[src/rtl/cutd_pkg.sv]
// Shared types and constants for the CPU utilization target decision block.
// Used by cutd_front, cutd_queue, cutd_back and cpu_util_target_decision.
// No dependencies.
package cutd_pkg;

  localparam int NUM_CLUSTERS = 3;
  localparam int NUM_BOOSTS   = 3;  // boost inputs on the request
  localparam int NUM_WEIGHTS  = 3;  // blend weight registers
  localparam int QUEUE_DEPTH  = 2;

  localparam logic [30:0] NO_LIMIT    = 31'h7FFF_FFFF;
  localparam logic [6:0]  WEIGHT_FULL = 7'd100;

  // request action codes
  localparam logic [2:0] ACT_SET_CEIL  = 3'd0;
  localparam logic [2:0] ACT_SET_BOOST = 3'd1;
  localparam logic [2:0] ACT_SET_VOTE  = 3'd2;
  localparam logic [2:0] ACT_DECIDE    = 3'd3;
  localparam logic [2:0] ACT_READ_VOTE = 3'd4;
  localparam logic [2:0] ACT_CLEAR     = 3'd5;

  typedef enum logic [1:0] {
    OP_CONST,    // answer is the value field as is
    OP_NOLIMIT,  // decide without a ceiling
    OP_LIMIT     // decide with ceiling-derived target
  } op_t;

  typedef struct packed {
    op_t         op;
    logic [31:0] value;
    logic [15:0] util;
    logic [30:0] cluster_fmax;
    logic [15:0] util_scale;
    logic [30:0] ceiling;
    logic [7:0]  boost;
    logic [6:0]  weight;
  } entry_t;

  typedef enum logic [3:0] {
    BK_IDLE,
    BK_MUL,
    BK_DIV,
    BK_EX1,
    BK_EX2,
    BK_BL1,
    BK_BL2,
    BK_BL3,
    BK_BL4,
    BK_BL5,
    BK_FIN,
    BK_OUT
  } bk_state_t;

  typedef struct packed {
    logic idle;     // back end waits for a queue entry
    logic holding;  // finished result waits for the output register
  } bk_status_t;

endpackage

[src/rtl/cutd_queue.sv]
// Two-entry queue between front and back end.
// Depends on cutd_pkg.
module cutd_queue import cutd_pkg::*; (
  input  logic       clk,
  input  logic       rst,
  input  logic       push,
  input  entry_t     wr_entry,
  output logic       room,
  input  logic       pop,
  output logic       valid,
  output entry_t     rd_entry,
  output logic [1:0] count
);

  entry_t slots [QUEUE_DEPTH];
  logic   wr_ptr;
  logic   rd_ptr;
  logic   do_pop;

  assign room     = count != 2'(QUEUE_DEPTH);
  assign valid    = count != 2'd0;
  assign do_pop   = pop && valid;
  assign rd_entry = slots[rd_ptr];

  always_ff @(posedge clk) begin
    if (push) begin
      slots[wr_ptr] <= wr_entry;
    end
  end

  always_ff @(posedge clk) begin
    if (rst) begin
      wr_ptr <= 1'b0;
      rd_ptr <= 1'b0;
      count  <= 2'd0;
    end else begin
      if (push) begin
        wr_ptr <= ~wr_ptr;
      end
      if (do_pop) begin
        rd_ptr <= ~rd_ptr;
      end
      if (push && !do_pop) begin
        count <= count + 2'd1;
      end else if (!push && do_pop) begin
        count <= count - 2'd1;
      end
    end
  end

endmodule

[config.mk]
export PLATFORM = sky130hd
export DESIGN_NAME = cutd_queue
export DESIGN_NICKNAME = d
export VERILOG_FILES = /design/src/rtl/cutd_pkg.sv /design/src/rtl/cutd_queue.sv
export SDC_FILE = /design/constraint.sdc
export NUM_CORES = 1
export LEC_CHECK = 0
export BUFFER_PORTS_ARGS = -buffer_cell sky130_fd_sc_hd__clkbuf_2
export CAP_MARGIN = 30
export CELL_PAD_IN_SITES_DETAIL_PLACEMENT = 0
export CELL_PAD_IN_SITES_GLOBAL_PLACEMENT = 2
export CORE_ASPECT_RATIO = 0.5
export CORE_MARGIN = 2
export CORE_UTILIZATION = 30
export CTS_BUF_LIST = sky130_fd_sc_hd__clkbuf_8 sky130_fd_sc_hd__clkbuf_16
export CTS_CLUSTER_DIAMETER = 60
export DETAILED_ROUTE_END_ITERATION = 10
export GPL_TIMING_DRIVEN = 0
export PLACE_DENSITY = 0.66
export RECOVER_POWER = 25
export SYNTH_ARGS = -nofsm -noshare
export SYNTH_HDL_FRONTEND = slang
export SYNTH_SLANG_ARGS = --single-unit
export TNS_END_PERCENT = 50
[constraint.sdc]
create_clock -name clk -period 7.1 [get_ports clk]
set_input_delay 0.71 -clock clk [delete_from_list [all_inputs] [get_ports clk]]
set_output_delay 0.71 -clock clk [all_outputs]
set_load 0.005 [all_outputs]
After elaboration in Yosys (flattened, before gate mapping) --
Memories as Yosys holds them, arrays and structs flattened. A register that Yosys moved wholly into a read port is not among the register bits. Cells that the tools add are included.
Word-level totals: memories 1, RAM bits 286, output and inout bits 147, register bits after elaboration 4, input port bits 147, logic and storage cells 22
Cells by class: reduce and logical (&&, ||, !) cells 7, equality and inequality tests 1, bitwise logic cells 2, add/subtract/negate cells 2, multiplexer cells 6
Memory list:
- slots | words 2, bits a word 143, read ports 1, clocked after Yosys merged registers in 1, wr ports 1, line cutd_queue.sv:15 | entry_t slots [QUEUE_DEPTH];
Operators by type and width (count):
- $mux W1 | 4
- $mux W2 | 2
- $reduce_bool A2 Y1 | 2
- $logic_and A1 B1 Y1 | 3
- $add A2 B1 Y2 const B | 1
- $logic_not A1 Y1 | 2
- $ne A2 B2 Y1 const B | 1
- $not A1 Y1 | 2
- $sub A2 B1 Y2 const B | 1

Depth between registers and ports, before layout --
depth in word-level cells 5, gate-level depth with buffers 5, depth with buffers taken out 5

Worst setup path before layout --
OpenSTA, ideal clock, no wires.
kind input to register, start input push, end memory slots[0][0] in the netlist's numbering (enable), cell stages on the path 1, required time 6.436 ns, buffers on the path 0, path slack -0.463 ns, setup time 0.664 ns, data arrival time 6.899 ns, cell sequence nor2b_1
On the way: word-level cells in the longest chain between the ends 2
Ends and longest elaborated chain:
- from (decl) | line cutd_queue.sv:6 | input logic push,
- $mux W1 | line cutd_queue.sv:26 | if (push) begin
- $mux W1 (implied by the code) | line cutd_queue.sv:27 | slots[wr_ptr] <= wr_entry;
- to (decl) | line cutd_queue.sv:15
Every way passes these cells.

==> run_results.csv <==
group,metric,value,unit
clock_tree,cts-buffers-inserted,28,
clock_tree,cts-root-buf,"clkbuf_16",
timing,worst_clock_skew,0.0109,ns
route,routed_via_density,4.20,
synthesis,synth.largest_area_cell,"edfxtp_1",
setup_path,type_of_element_launching_the_critical_path,"flop",
power,vdd.ir_drop.worst,0.141,mV
global_routing,grt_max_degree,58,
die,floorplan.die.width,272,um
timing,report.final.setup_viol,0,
clock_tree,cts_setup_buffers,0,
outcome,status,"completed",
global_routing,grt_pass1_vias,5768,
clock_tree,tritoncts,"built",
route,detail-route-antenna-nets,0,
clock_tree,h-tree-depth,1,
timing,report.final.hold_viol_count,0,
clock_tree,clock_sink_count,291,
die,core.rowCount,49,
die,core_area,35700,um^2
timing,unrepaired_setup_endpoints_after_global_routing,"no",
die,dieArea,37600,um^2
route,wl_per_cell,18.9,um
clock_tree,insertion_delay,0.55,ns
synthesis,mappedNetlistNets,615,
synthesis,synth.top_cells.by_area,"edfxtp_1 79%, mux2_4 9.7%, mux2_2 7.6%",
global_routing,global_route.overflow_total,0,
place,dpl_wire_length,17800,um
run,cap_viol_max_count,0,
synthesis,synthesis.area_per_instance,23.1,um^2
route,drt_drc_violations_left,0,
timing,finalWorstPathRequiredPeriod,2.59,ns
synthesis,seq_area_frac_synth,80.4,%
die,start_util,30.3,%
setup_path,path_max_fanout,10,
timing,fin_crit_sh,36.4,%
layout,final_layout_size_suffix_gt1_share,56.2,%
global_routing,globalRouteTotalUtil,12.6,%
route,detail_route.first_pass.iterations,5,
clock_tree,cts-root-to-sink-buffers,3,
power,p_leak,5.26,nW
synthesis,netlist_area,10800,um^2
power,cellPowerDensity,340,nW/um^2
setup_path,end_kind,"primary output",
place,gpl.final_weighted_congestion,0.765,
die,dieHeight,138,um
timing,slew_violations,0,
clock_tree,cts_resized,0,
route,routed_wl,24700,um
synthesis,synth_top_area_share,79.5,%
layout,area.growth.synth_to_final,29.6,%
synthesis,yosys_warnings,0,
route,drtIter0Drc,317,
layout,nets,945,
setup_path,timing.critical_path.arrival,1.88,ns
global_routing,grt_pass1_wl,35700,um
timing,hold_slack,0.342,ns
timing,worst_rel_slew_slack,57.9,%
global_routing,antenna_found_initial,2,
place,io_buf_count,293,
clock_tree,worst_setup_hold_path_clk_slew,0.07,ns
timing,highest_achievable_clock_rate,0.387,GHz
timing,tns,0,ns
power,total_power,0.00476,W
layout,fin_area,14000,um^2
route,vias,5481,
setup_path,critPathRequiredTime,6.39,ns
synthesis,synth_seq_cells,291,
timing,tightest_slew,0.632,ns
min_path,hold_path.class,"input pin to flop",
setup_path,criticalPathCategory,"flop to primary output",
place,placed_cell_area,13000,um^2
synthesis,synthCells,467,
die,io_pins,294,
synthesis,ys_types,17,
clock_tree,hold_fix_buffers_at_cts,0,
layout,utilization,39.2,%
## flip-flops by register name, indices dropped and copies added (netlist names), named ones only
signal and cells:
slots 286, count 2, rd_ptr 1, wr_ptr 1
## synth_stat cells
cell type  number
edfxtp_1      286
mux2_2         73
mux2_4         70
buf_6           9
buf_2           7
dfxtp_1         5
nor2_1          4
xor2_1          3
o21ai_0         2
a21oi_1         1
and2_1          1
ha_1            1
nand2b_1        1
nor2b_1         1
or2_2           1
or3_1           1
xnor2_1         1
## per-layer routing
metal / vias up / share of wire (%) / wire [um] / track usage, %
met5: - / 0 / 0 / 0
met4: 0 / 2.0 / 505 / 3.79
met3: 34 / 2.5 / 619 / 1.95
met2: 68 / 59 / 14700 / 25.6
met1: 2851 / 36 / 8890 / 13.3
li1: 2528 / - / - / -
## worst max-delay path: stages, from the launching register on
cell and delay (ns):
dfxtp_1 0.32, buf_6 0.15, buf_6 0.19, buf_6 0.20
mux2_4 0.31, clkbuf_2 0.14
## path summary, 6_finish.rpt
| path | from | endpoint | slack [ns] | depth (start not counted) |
|---|---|---|---|---|
| min reg2reg | rd_ptr | rd_ptr | 0.51 | 2 |
| max reg2reg | wr_ptr | slots[1][76] | 5.05 | 3 |
| min | wr_entry[49] | slots[1][49] | 0.34 | 1 |
| max | flop | rd_entry[95] | 4.51 | 5 |
## kinds of logic (layout without fill, tap and decap cells)
family / Yosys count / in the layout / synth area share, %
adders and majority gates: 1 / 1 / 0.116
buffers and inverters: 16 / 368 / 1.26
muxes: 143 / 143 / 17.3
AOI/OAI and AO/OA: 3 / 3 / 0.139
other: 0 / 2 / 0
DFF: 291 / 291 / 80.4
xor gates and xnor gates: 4 / 4 / 0.324
and+or+nand+nor: 9 / 9 / 0.429
## power breakdown
part | internal [W] | switching [W] | total, W
Sequential | 0.00201 | 0.0000317 | 0.00204
Clock | 0.000968 | 0.000666 | 0.00163
Combinational | 0.000584 | 0.000499 | 0.00108
Total | 0.00356 | 0.00120 | 0.00476
## area by class of cell
class                      count  area, um^2
antenna                        2        5.00
tap                          484         606
fill                        3363       21700
clock inverter                23         293
clock buffer                  29         726
buffer                        16         136
multi-input combinational    160        1990
sequential                   291        8690
timing repair buffer         300        1560
## cell usage in the layout, fill, tap and decap left out, types with 2 or more instances in the layout
| cell type | synthesis | routed |
|---|---|---|
| clkbuf_16 | 0 | 29 |
| clkbuf_1 | 0 | 50 |
| clkinvlp_4 | 0 | 6 |
| clkinv_4 | 0 | 3 |
| bufinv_16 | 0 | 6 |
| diode_2 | 0 | 2 |
| o21ai_0 | 2 | 2 |
| xor2_1 | 3 | 3 |
| edfxtp_1 | 286 | 286 |
| dfxtp_1 | 5 | 5 |
| mux2_4 | 70 | 70 |
| buf_2 | 7 | 7 |
| clkbuf_2 | 0 | 241 |
| buf_16 | 0 | 2 |
| nor2_1 | 4 | 4 |
| clkinv_2 | 0 | 5 |
| buf_6 | 9 | 9 |
| mux2_2 | 73 | 73 |
| buf_1 | 0 | 2 |
| buf_12 | 0 | 5 |
## metrics by stage
step | worst slack (ns) | cells
6_report | 4.51 | 1305
2_1_floorplan | 2.22 | 467
3_5_place_dp | 4.56 | 1251
5_1_grt | 4.39 | 1305
4_1_cts | 4.43 | 1303
3_3_place_gp | -0.356 | 1244
(Power assumes the default switching activity.)
