===== config.mk =====
export PLATFORM = sky130hd
export DESIGN_NAME = cutd_front
export DESIGN_NICKNAME = d
export VERILOG_FILES = /design/src/rtl/cutd_pkg.sv /design/src/rtl/cutd_front.sv
export SDC_FILE = /design/constraint.sdc
export NUM_CORES = 1
export LEC_CHECK = 0
export BUFFER_PORTS_ARGS = -buffer_cell sky130_fd_sc_hd__buf_4
export CAP_MARGIN = 20
export CORE_UTILIZATION = 40
export DETAILED_ROUTE_END_ITERATION = 12
export HOLD_SLACK_MARGIN = 0.15
export PLACE_DENSITY = 0.71
export SLEW_MARGIN = 20
export SYNTH_ARGS = -nofsm -noshare
export SYNTH_HDL_FRONTEND = slang
export SYNTH_SLANG_ARGS = --single-unit

===== constraint.sdc =====
create_clock -name clk -period 7.9 [get_ports clk]
set_clock_uncertainty 0.1 [all_clocks]
set_input_delay 1.58 -clock clk [delete_from_list [all_inputs] [get_ports clk]]
set_output_delay 1.58 -clock clk [all_outputs]
set_load 0.02 [all_outputs]

===== src/rtl/cutd_pkg.sv =====
// Shared types and constants for the CPU utilization target decision block.
// Used by cutd_front, cutd_queue, cutd_back and cpu_util_target_decision.
// No dependencies.
package cutd_pkg;

  localparam int NUM_CLUSTERS = 3;
  localparam int NUM_BOOSTS   = 3;  // boost inputs on the request
  localparam int NUM_WEIGHTS  = 3;  // blend weight registers
  localparam int QUEUE_DEPTH  = 2;

  localparam logic [30:0] NO_LIMIT    = 31'h7FFF_FFFF;
  localparam logic [6:0]  WEIGHT_FULL = 7'd100;

  // request action codes
  localparam logic [2:0] ACT_SET_CEIL  = 3'd0;
  localparam logic [2:0] ACT_SET_BOOST = 3'd1;
  localparam logic [2:0] ACT_SET_VOTE  = 3'd2;
  localparam logic [2:0] ACT_DECIDE    = 3'd3;
  localparam logic [2:0] ACT_READ_VOTE = 3'd4;
  localparam logic [2:0] ACT_CLEAR     = 3'd5;

  typedef enum logic [1:0] {
    OP_CONST,    // answer is the value field as is
    OP_NOLIMIT,  // decide without a ceiling
    OP_LIMIT     // decide with ceiling-derived target
  } op_t;

  typedef struct packed {
    op_t         op;
    logic [31:0] value;
    logic [15:0] util;
    logic [30:0] cluster_fmax;
    logic [15:0] util_scale;
    logic [30:0] ceiling;
    logic [7:0]  boost;
    logic [6:0]  weight;
  } entry_t;

  typedef enum logic [3:0] {
    BK_IDLE,
    BK_MUL,
    BK_DIV,
    BK_EX1,
    BK_EX2,
    BK_BL1,
    BK_BL2,
    BK_BL3,
    BK_BL4,
    BK_BL5,
    BK_FIN,
    BK_OUT
  } bk_state_t;

  typedef struct packed {
    logic idle;     // back end waits for a queue entry
    logic holding;  // finished result waits for the output register
  } bk_status_t;

endpackage


===== src/rtl/cutd_front.sv =====
// Front end: accepts requests, keeps ceilings, boosts, vote and blend weights,
// and turns each request into a self-contained queue entry.
// Depends on cutd_pkg.
module cutd_front import cutd_pkg::*; (
  input  logic        clk,
  input  logic        rst,
  input  logic        in_valid,
  output logic        in_ready,
  input  logic [2:0]  action,
  input  logic [1:0]  cluster,
  input  logic [15:0] util,
  input  logic [30:0] cluster_fmax,
  input  logic [15:0] util_scale,
  input  logic [30:0] limit_max,
  input  logic [7:0]  boost_first,
  input  logic [7:0]  boost_second,
  input  logic [7:0]  boost_third,
  input  logic [31:0] bus_vote_value,
  input  logic        cfg_valid,
  output logic        cfg_ready,
  input  logic [1:0]  cfg_index,
  input  logic [6:0]  cfg_data,
  input  logic        room,
  output logic        push,
  output entry_t      entry
);

  logic [30:0] ceiling [NUM_CLUSTERS];
  logic [7:0]  boost   [NUM_CLUSTERS];
  logic [6:0]  weight  [NUM_CLUSTERS];
  logic [7:0]  boost_in [NUM_BOOSTS];
  logic [31:0] vote;

  logic [30:0] sel_ceil;
  logic [7:0]  sel_boost;
  logic [6:0]  sel_weight;
  logic        in_range;

  assign in_ready  = room;
  assign cfg_ready = 1'b1;
  assign push      = in_valid && room;

  assign boost_in[0] = boost_first;
  assign boost_in[1] = boost_second;
  assign boost_in[2] = boost_third;

  for (genvar g = 0; g < NUM_CLUSTERS; g++) begin : g_cl
    always_ff @(posedge clk) begin
      if (rst) begin
        ceiling[g] <= '0;
      end else if (push) begin
        if (action == ACT_CLEAR) begin
          ceiling[g] <= '0;
        end else if (action == ACT_SET_CEIL && int'(cluster) == g) begin
          ceiling[g] <= limit_max;
        end
      end
    end

    if (g < NUM_BOOSTS) begin : g_boost
      always_ff @(posedge clk) begin
        if (rst) begin
          boost[g] <= '0;
        end else if (push) begin
          if (action == ACT_CLEAR) begin
            boost[g] <= '0;
          end else if (action == ACT_SET_BOOST) begin
            boost[g] <= boost_in[g];
          end
        end
      end
    end else begin : g_noboost
      assign boost[g] = '0;
    end

    if (g < NUM_WEIGHTS) begin : g_wt
      always_ff @(posedge clk) begin
        if (rst) begin
          weight[g] <= WEIGHT_FULL;
        end else if (cfg_valid && int'(cfg_index) == g) begin
          weight[g] <= cfg_data;
        end
      end
    end else begin : g_nowt
      assign weight[g] = WEIGHT_FULL;
    end
  end

  always_ff @(posedge clk) begin
    if (rst) begin
      vote <= '0;
    end else if (push) begin
      if (action == ACT_CLEAR) begin
        vote <= '0;
      end else if (action == ACT_SET_VOTE) begin
        vote <= bus_vote_value;
      end
    end
  end

  always_comb begin
    sel_ceil   = '0;
    sel_boost  = '0;
    sel_weight = WEIGHT_FULL;
    for (int i = 0; i < NUM_CLUSTERS; i++) begin
      if (int'(cluster) == i) begin
        sel_ceil   = ceiling[i];
        sel_boost  = boost[i];
        sel_weight = weight[i];
      end
    end
  end

  assign in_range = int'(cluster) < NUM_CLUSTERS;

  // state is sampled here so queued decides see it in request order
  always_comb begin
    entry.op           = OP_CONST;
    entry.value        = '0;
    entry.util         = util;
    entry.cluster_fmax = cluster_fmax;
    entry.util_scale   = util_scale;
    entry.ceiling      = sel_ceil;
    entry.boost        = sel_boost;
    entry.weight       = (sel_weight > WEIGHT_FULL) ? WEIGHT_FULL : sel_weight;
    priority case (action)
      ACT_DECIDE: begin
        if (!in_range) begin
          entry.value = {16'd0, util};
        end else if (sel_ceil == '0 || sel_ceil == NO_LIMIT) begin
          entry.op = OP_NOLIMIT;
        end else begin
          entry.op = OP_LIMIT;
        end
      end
      ACT_READ_VOTE: entry.value = vote;
      default: entry.value = '0;
    endcase
  end

endmodule


* After elaboration in Yosys (flattened, before gate mapping)
Memories as Yosys holds them, arrays and structs flattened. Cells that the tools add are included.
Storage, ports and cells: output and inout bits 146, word-level logic and storage cells 112, register bits 32, input bits 169, memories kept 3, memory bits (writable) 138
Operators by class: reductions and logical operators 14, bitwise operators 15, order comparisons 2, multiplexer cells 67, eq/ne operators 10
Memories:
- ceiling | depth 3, width 31, rd ports 3, clocked after Yosys merged registers in 0, write ports 3, RTL line cutd_front.sv:28 | logic [30:0] ceiling [NUM_CLUSTERS];
- boost | depth 3, width 8, rd ports 3, clocked after Yosys merged registers in 0, write ports 3, RTL line cutd_front.sv:29 | logic [7:0] boost [NUM_CLUSTERS];
- weight | depth 3, width 7, rd ports 3, clocked after Yosys merged registers in 0, write ports 3, RTL line cutd_front.sv:30 | logic [6:0] weight [NUM_CLUSTERS];
Operators with widths (count):
- 31-bit two-way mux | 9
- 8-bit two-way mux | 9
- 32-bit two-way mux | 2
- 32-bit one-hot mux with 2 select lines | 1
- 7-bit two-way mux | 7
- 1-bit two-way mux | 35
- 31-bit equality test (second input constant) | 1
- 31-bit zero test | 1
- 16-bit two-way mux | 1
- 1-bit bitwise OR | 15
- 2-bit equality test (second input constant) | 4
- 7-bit greater-than comparator (second input constant) | 1
- 1-bit logical AND | 7
- 3-bit by 2-bit equality test with 1-bit output (second input constant) | 2
- 3-bit equality test (second input constant) | 2
- 2-bit two-way mux | 3
- 2-bit zero test | 2
- 3-bit by 1-bit equality test with 1-bit output (second input constant) | 1
- 3-bit zero test | 1
- 2-bit less-than comparator (second input constant) | 1
- 2-bit AND reduction | 1
- 2-bit nonzero test | 1
- 1-bit logical OR | 1

* Longest topological paths before layout
Gate-level depths: netlist (run 1).
depth after elaboration 9, mapped depth 9, mapped depth without buffers 6

* Least setup slack after synthesis (run 1)
Ideal clock, no wire load.
path kind input-to-output, from in cluster[0], to out entry[141] in the netlist's numbering, stages 8, required time 6.220 ns, buffers on the path 2, path slack 2.986 ns, data arrival time 3.234 ns, cell sequence buf_6 -> buf_12 -> mux2i_1 -> o2bb2ai_1 -> nand4_1 -> nor4_1 -> a2bb2oi_1 -> nor2_1
RTL lines:
- start, declared | RTL line cutd_front.sv:10 | input logic [1:0] cluster,
- end, declared | RTL line cutd_front.sv:25 | output entry_t entry

==> results of run 1 <==
critical path, delay by kind of cell:
kind,cells,cell delay [ps]
compound gates,2,520
buf+inv,2,590
simple gates,4,1720
worst max path at each step:
stage / startpoint / endpoint / slack (ps)
after floorplan: cluster[0] / entry[141] / 2990
after global placement: cluster[1] / entry[142] / 1800
after detailed placement: cluster[1] / entry[142] / 1670
after CTS: cluster[1] / entry[142] / 1670
after global routing: cluster[1] / entry[142] / 1590
final: cluster[1] / entry[142] / 1750
where the power goes:
group	leakage, nW	internal, mW	switching, mW
sequential	1.59	1.01	0.0130
clock	0.304	0.536	0.368
combinational	2.20	0.107	0.142
final cells by class:
type                    instances  area share (%)
flip-flops and latches        170           46.77
multi-input cells             405           26.88
repair buffers                228           16.73
clock buffers                  17           4.159
well taps                     270           3.302
clock inverters                15           2.055
inverters                       2         0.07339
diodes                          1         0.02446
synth_stat cells, drive strengths merged:
master,number
a22o,16
nor2b,4
nor2,42
mux2,3
nand4,9
a31oi,1
dfxtp,32
or3,3
edfxtp,138
clkbuf,29
and2,145
nand2,17
mux2i,43
and3b,1
a22oi,32
nor3b,3
nand3b,1
o2bb2ai,31
nor3,6
or2,1
o22a,3
buf,79
a2bb2oi,1
nor4,9
a21oi,2
inv,2
conb,1
nand3,2
o21ai,12
o21bai,2
nand2b,15
flip-flops by register name (all words and copies together), names as in the netlist:
signal / flops
vote: 32
boost: 24
ceiling: 93
weight: 21
cell families after synthesis:
family | synth area share (%)
simple gates | 17.82
mux | 5.592
buf+inv | 9.527
compound gates | 9.376
flops | 57.64
other cells | 0.04518
routing by layer:
metal	GRT usage, %	up-vias
li1	-	2678
met1	22.87	2685
met2	31.36	189
met3	6.313	28
met4	5.833	2
met5	0	-
stage by stage:
stage | setup slack [ps] | power (mW)
after CTS | 1671 | 2.201
after floorplan | 2986 | 1.214
after global routing | 1593 | 2.252
final | 1751 | 2.179
after global placement | 1796 | 1.293
after detailed placement | 1672 | 1.298
==> results.txt, run 1 <==
count of different cell masters after synthesis: 38
hold slack: 408.2 ps
Final Hold Viols: 0
Post-DRT Antenna Nets: 0
Crit path largest cell delay: 960 ps
most common cell after layout, fill and taps aside: buf_4
Finished Layout Cells: 1,108
number of cells on the worst reg-to-reg path: 2
fin area: 10,230 um2
P per Cell Area: 213.0 nW/um2
RSZ-0062 raised after global routing: false
Initial Util: 40.89%
CTS clock-pin slew for the worst setup and hold paths: 70 ps
status: finished clean
postcts setup bufs: 0
CP Data Arrival Time: 4470 ps
end of the worst hold path: vote[23]$_SDFFE_PP0P_
Num CTS Buffers: 17
syn_nets: 854
port bufs: 219
period utilization: 77.83%
drt first-iter violations: 286
worst r2r src: vote[12]$_SDFFE_PP0P_
CTS Hold Buffers Added: 0
Layout Area Growth over Synthesis: 23.24%
Fill cells: 1,837
worst reg-to-reg setup slack: 7110 ps
register area: 4785 um2
I/O pins: 315
post-layout min period: 6149 ps
vias per inst: 5.038
top routing layer in use: met5
worst skew pair latency: 430 ps
met1 WL: 8.352 mm
RR Endpoint: vote[12]$_SDFFE_PP0P_
Synth Cell Area: 8300 um2
CP Capture Type: output pin
Synth area leaders: edfxtp_1 50%, and2_1 11%, dfxtp_1 7.7%, buf_4 5.9%, mux2i_1 5.2%
Row Count: 52
Yosys top cell area share: 49.92%
Die Wd: 146.1 um
Slew Limit Headroom: 29.64%
Req. time, crit path: 6220 ps
final wirelength: 19.84 mm
detailed placer's ending HPWL: 13.82 mm
routed len/inst: 17.91 um
clk sinks: 170
drc violations: 0
Max Slew Vio Count: 0
WS Path Type: in2out
Synth area leader: edfxtp_1
Util after Layout: 50.39%
most frequent cells in the layout: 228 x buf_4, 145 x and2_1, 138 x edfxtp_1, 43 x mux2i_1, 41 x nor2_1
post-synthesis instance total: 685
clk buf depth: 2
max cap viols: 0
DP Area: 9589 um2
Nets: 993
crit start category: input port
Final TNS setup: 0 ps
GRT overflow: 0
Synth Register Bits: 170
Worst Hold Depth: 2
first-pass GRT wire length: 30.87 mm
placed cell count: 1,075
via count: 5,582
YS warnings: 0
GPL Wtd Cong: 0.7987
Avg Cell Area, Syn: 12.12 um2
area of the multi-input gates: 2750 um2
largest net degree at the start of global routing: 53
Core ar.: 20,300 um2
leakage power: 4.093 nW
met2 WL: 9.666 mm
Die Area: 21,330 um2
CTS tree: yes
Worst-Margin Slew: 1053 ps
initial antenna violation count: 2
share of cells above drive strength 1: 32.50%
Chip Height: 146.1 um
maximum vdd drop: 0.1403 mV
CP max stage cell: nor2b_4
sequential fraction of the synthesis area: 57.64%
post-cts resize count: 0
hold_sp: vote[23]$_SDFFE_PP0P_
first drt pass iteration count: 5
HP Class: reg2reg
H-tree depth: 4
Setup Viol. Count Final: 0
vias in the first global route: 5,702
critical-path cell list: buf_4, nor2b_4, o2bb2ai_1, nand4_1, nor4_1, a2bb2oi_1, nor2b_4, buf_4
met3 routed WL: 1.527 mm
CP Max Fanout: 52
fmax: 162.6 MHz
aggregate global-route resource usage: 18.76%
Clock Root Buffer: clkbuf_16
Note: power is estimated with default switching activity, not from simulation.
==> run 2, diff against run 1 <==
--- a/config.mk
+++ b/config.mk
@@ -10,7 +10,7 @@
 export CORE_UTILIZATION = 40
 export DETAILED_ROUTE_END_ITERATION = 12
 export HOLD_SLACK_MARGIN = 0.15
-export PLACE_DENSITY = 0.71
+export PLACE_DENSITY = 0.74
 export SLEW_MARGIN = 20
 export SYNTH_ARGS = -nofsm -noshare
 export SYNTH_HDL_FRONTEND = slang
==> constraint.sdc (replaced) <==
create_clock -name clk -period 5.4 [get_ports clk]
set_clock_uncertainty 0.1 [all_clocks]
set_input_delay 1.08 -clock clk [delete_from_list [all_inputs] [get_ports clk]]
set_output_delay 1.08 -clock clk [all_outputs]
set_load 0.02 [all_outputs]
==> results.txt, run 2 (synthesis results as in run 1) <==
initial antenna violation count: 0
CTS clock-pin slew for the worst setup and hold paths: 70 ps
Core ar.: 20,300 um2
Net Sw Power: 0.7357 mW
Die Wd: 146.1 um
Final Hold Viols: 0
Setup Viol. Count Final: 0
CTS Hold Buffers Added: 0
largest net degree at the start of global routing: 52
Worst setup startpoint: cluster[0]
worst reg-to-reg setup slack: 4610 ps
Initial Util: 40.89%
met3 Track Usage GR: 5.313%
crit path capture: entry[142]
number of cells on the worst reg-to-reg path: 2
Final TNS setup: 0 ps
max reg flops: 93
Chip Height: 146.1 um
CP Max Fanout: 33
fmax: 213.4 MHz
P per Cell Area: 311.5 nW/um2
hold_sp: vote[28]$_SDFFE_PP0P_
worst skew pair latency: 420 ps
Req. time, crit path: 4220 ps
Sw Ratio: 22.98%
Max Slew Vio Count: 0
I/O pins: 315
leading registers by flop count: ceiling (93), vote (32), boost (24)
Fill cells: 1,825
period utilization: 86.77%
status: finished clean
routed len/inst: 17.86 um
hold slack: 411.2 ps
GPL Wtd Cong: 0.8388
Power Internal: 2.466 mW
Clock Root Buffer: clkbuf_16
global route hottest layer: met2
drt first-iter violations: 329
Crit path largest cell delay: 490 ps
Slew Limit Headroom: 49.91%
Die Area: 21,330 um2
crit start category: input port
Reg power frac: 46.9%
Worst-Margin Slew: 745.6 ps
first drt pass iteration count: 4
clk sinks: 170
detailed placer's ending HPWL: 14.12 mm
power share of the clock group: 41.6%
Levels on crit path: 9
maximum vdd drop: 0.2135 mV
vias in the first global route: 5,647
# diodes: 0
final wirelength: 19.86 mm
M1 GR Usage: 21.99%
most used cell, CP: buf_4
CP Capture Type: output pin
CP max stage cell: a2bb2oi_1
met2 usage: 32.39%
Nets: 998
critical-path cell list: buf_4, nor2b_4, buf_4, o2bb2ai_1, nor4_1, nand4_1, a2bb2oi_1, nor2b_4, buf_4
post-cts resize count: 0
WS Path Type: in2out
vias per inst: 5.103
register area: 4785 um2
postcts setup bufs: 0
GRT overflow: 0
RR Endpoint: vote[16]$_SDFFE_PP0P_
CP Data Arrival Time: 3510 ps
post-layout min period: 4686 ps
Crit path max-delay family: simple AND/OR/NAND/NOR gates
aggregate global-route resource usage: 18.77%
max cap viols: 0
first-pass GRT wire length: 30.51 mm
CTS tree: yes
Comb pwr share: 11.4%
most common cell after layout, fill and taps aside: buf_4
leakage power: 4.120 nW
Row Count: 52
most frequent cells in the layout: 233 x buf_4, 145 x and2_1, 138 x edfxtp_1, 43 x mux2i_1, 41 x nor2_1
drc violations: 0
Reg with most FFs: ceiling
clk buf depth: 2
H-tree depth: 4
share of cells above drive strength 1: 32.66%
Layout Area Growth over Synthesis: 23.82%
via count: 5,674
CP bufs+invs: 3
RSZ-0062 raised after global routing: false
area of the multi-input gates: 2750 um2
Place WS: 673.3 ps
worst setup margin: 714.2 ps
HP Class: reg2reg
Num CTS Buffers: 17
Post-DRT Antenna Nets: 0
port bufs: 219
worst r2r src: vote[16]$_SDFFE_PP0P_
-- run 2: changes by cell type in the layout (fill, tap and decap cells not counted), sizes merged --
| cell | before | now |
|---|---|---|
| inv | 7 | 4 |
| buf | 228 | 233 |
| diode | 1 | 0 |
| clkinv | 3 | 4 |
| clkbuf | 17 | 18 |
| bufinv | 4 | 5 |
-- run 2: tightest hold or removal path, stage by stage (launching register included) --
cell and delay, ps:
dfxtp_1 330, a22oi_1 80, nor2_1 70
-- run 2: layer usage --
metal	vias to the layer above	wire [um]
met4	0	435
met2	215	9890
met5	-	0
met1	2736	8041
li1	2685	-
met3	38	1492
-- run 2: worst min path at each step --
| stage | to | slack, ps | depth (start not counted) |
|---|---|---|---|
| 2_1_floorplan | vote[16]$_SDFFE_PP0P_ | 370 | 2 |
| 3_3_place_gp | vote[30]$_SDFFE_PP0P_ | 380 | 2 |
| 3_5_place_dp | vote[26]$_SDFFE_PP0P_ | 400 | 2 |
| 4_1_cts | vote[28]$_SDFFE_PP0P_ | 410 | 2 |
| 5_1_grt | vote[14]$_SDFFE_PP0P_ | 440 | 2 |
| 6_report | vote[28]$_SDFFE_PP0P_ | 410 | 2 |
-- run 2: area by class of cell --
type | count | share of cell area, %
repair buffers | 233 | 17.02
clock inverters | 14 | 2.130
inverters | 2 | 0.07305
clock buffers | 18 | 4.176
multi-input cells | 405 | 26.76
flip-flops and latches | 170 | 46.55
well taps | 270 | 3.287
-- run 2: metrics by stage --
stage / instance area (um2) / power (mW) / util (%) / instances
final: 10280 / 3.201 / 50.63 / 1112
after global routing: 10280 / 3.307 / 50.63 / 1112
after CTS: 10270 / 3.227 / 50.62 / 1112
after detailed placement: 9627 / 1.900 / 47.42 / 1080
after global placement: 9627 / 1.894 / 47.42 / 1080
after floorplan: 8300 / 1.776 / - / 685
-- run 2: power by group through the flow --
stage | clock network, mW | logic (mW) | registers, mW
final | 1.33 | 0.366 | 1.50
after global routing | 1.41 | 0.392 | 1.51
after CTS | 1.35 | 0.369 | 1.50
after detailed placement | 0 | 0.369 | 1.53
after global placement | 0 | 0.364 | 1.53
after floorplan | 0 | 0.252 | 1.52
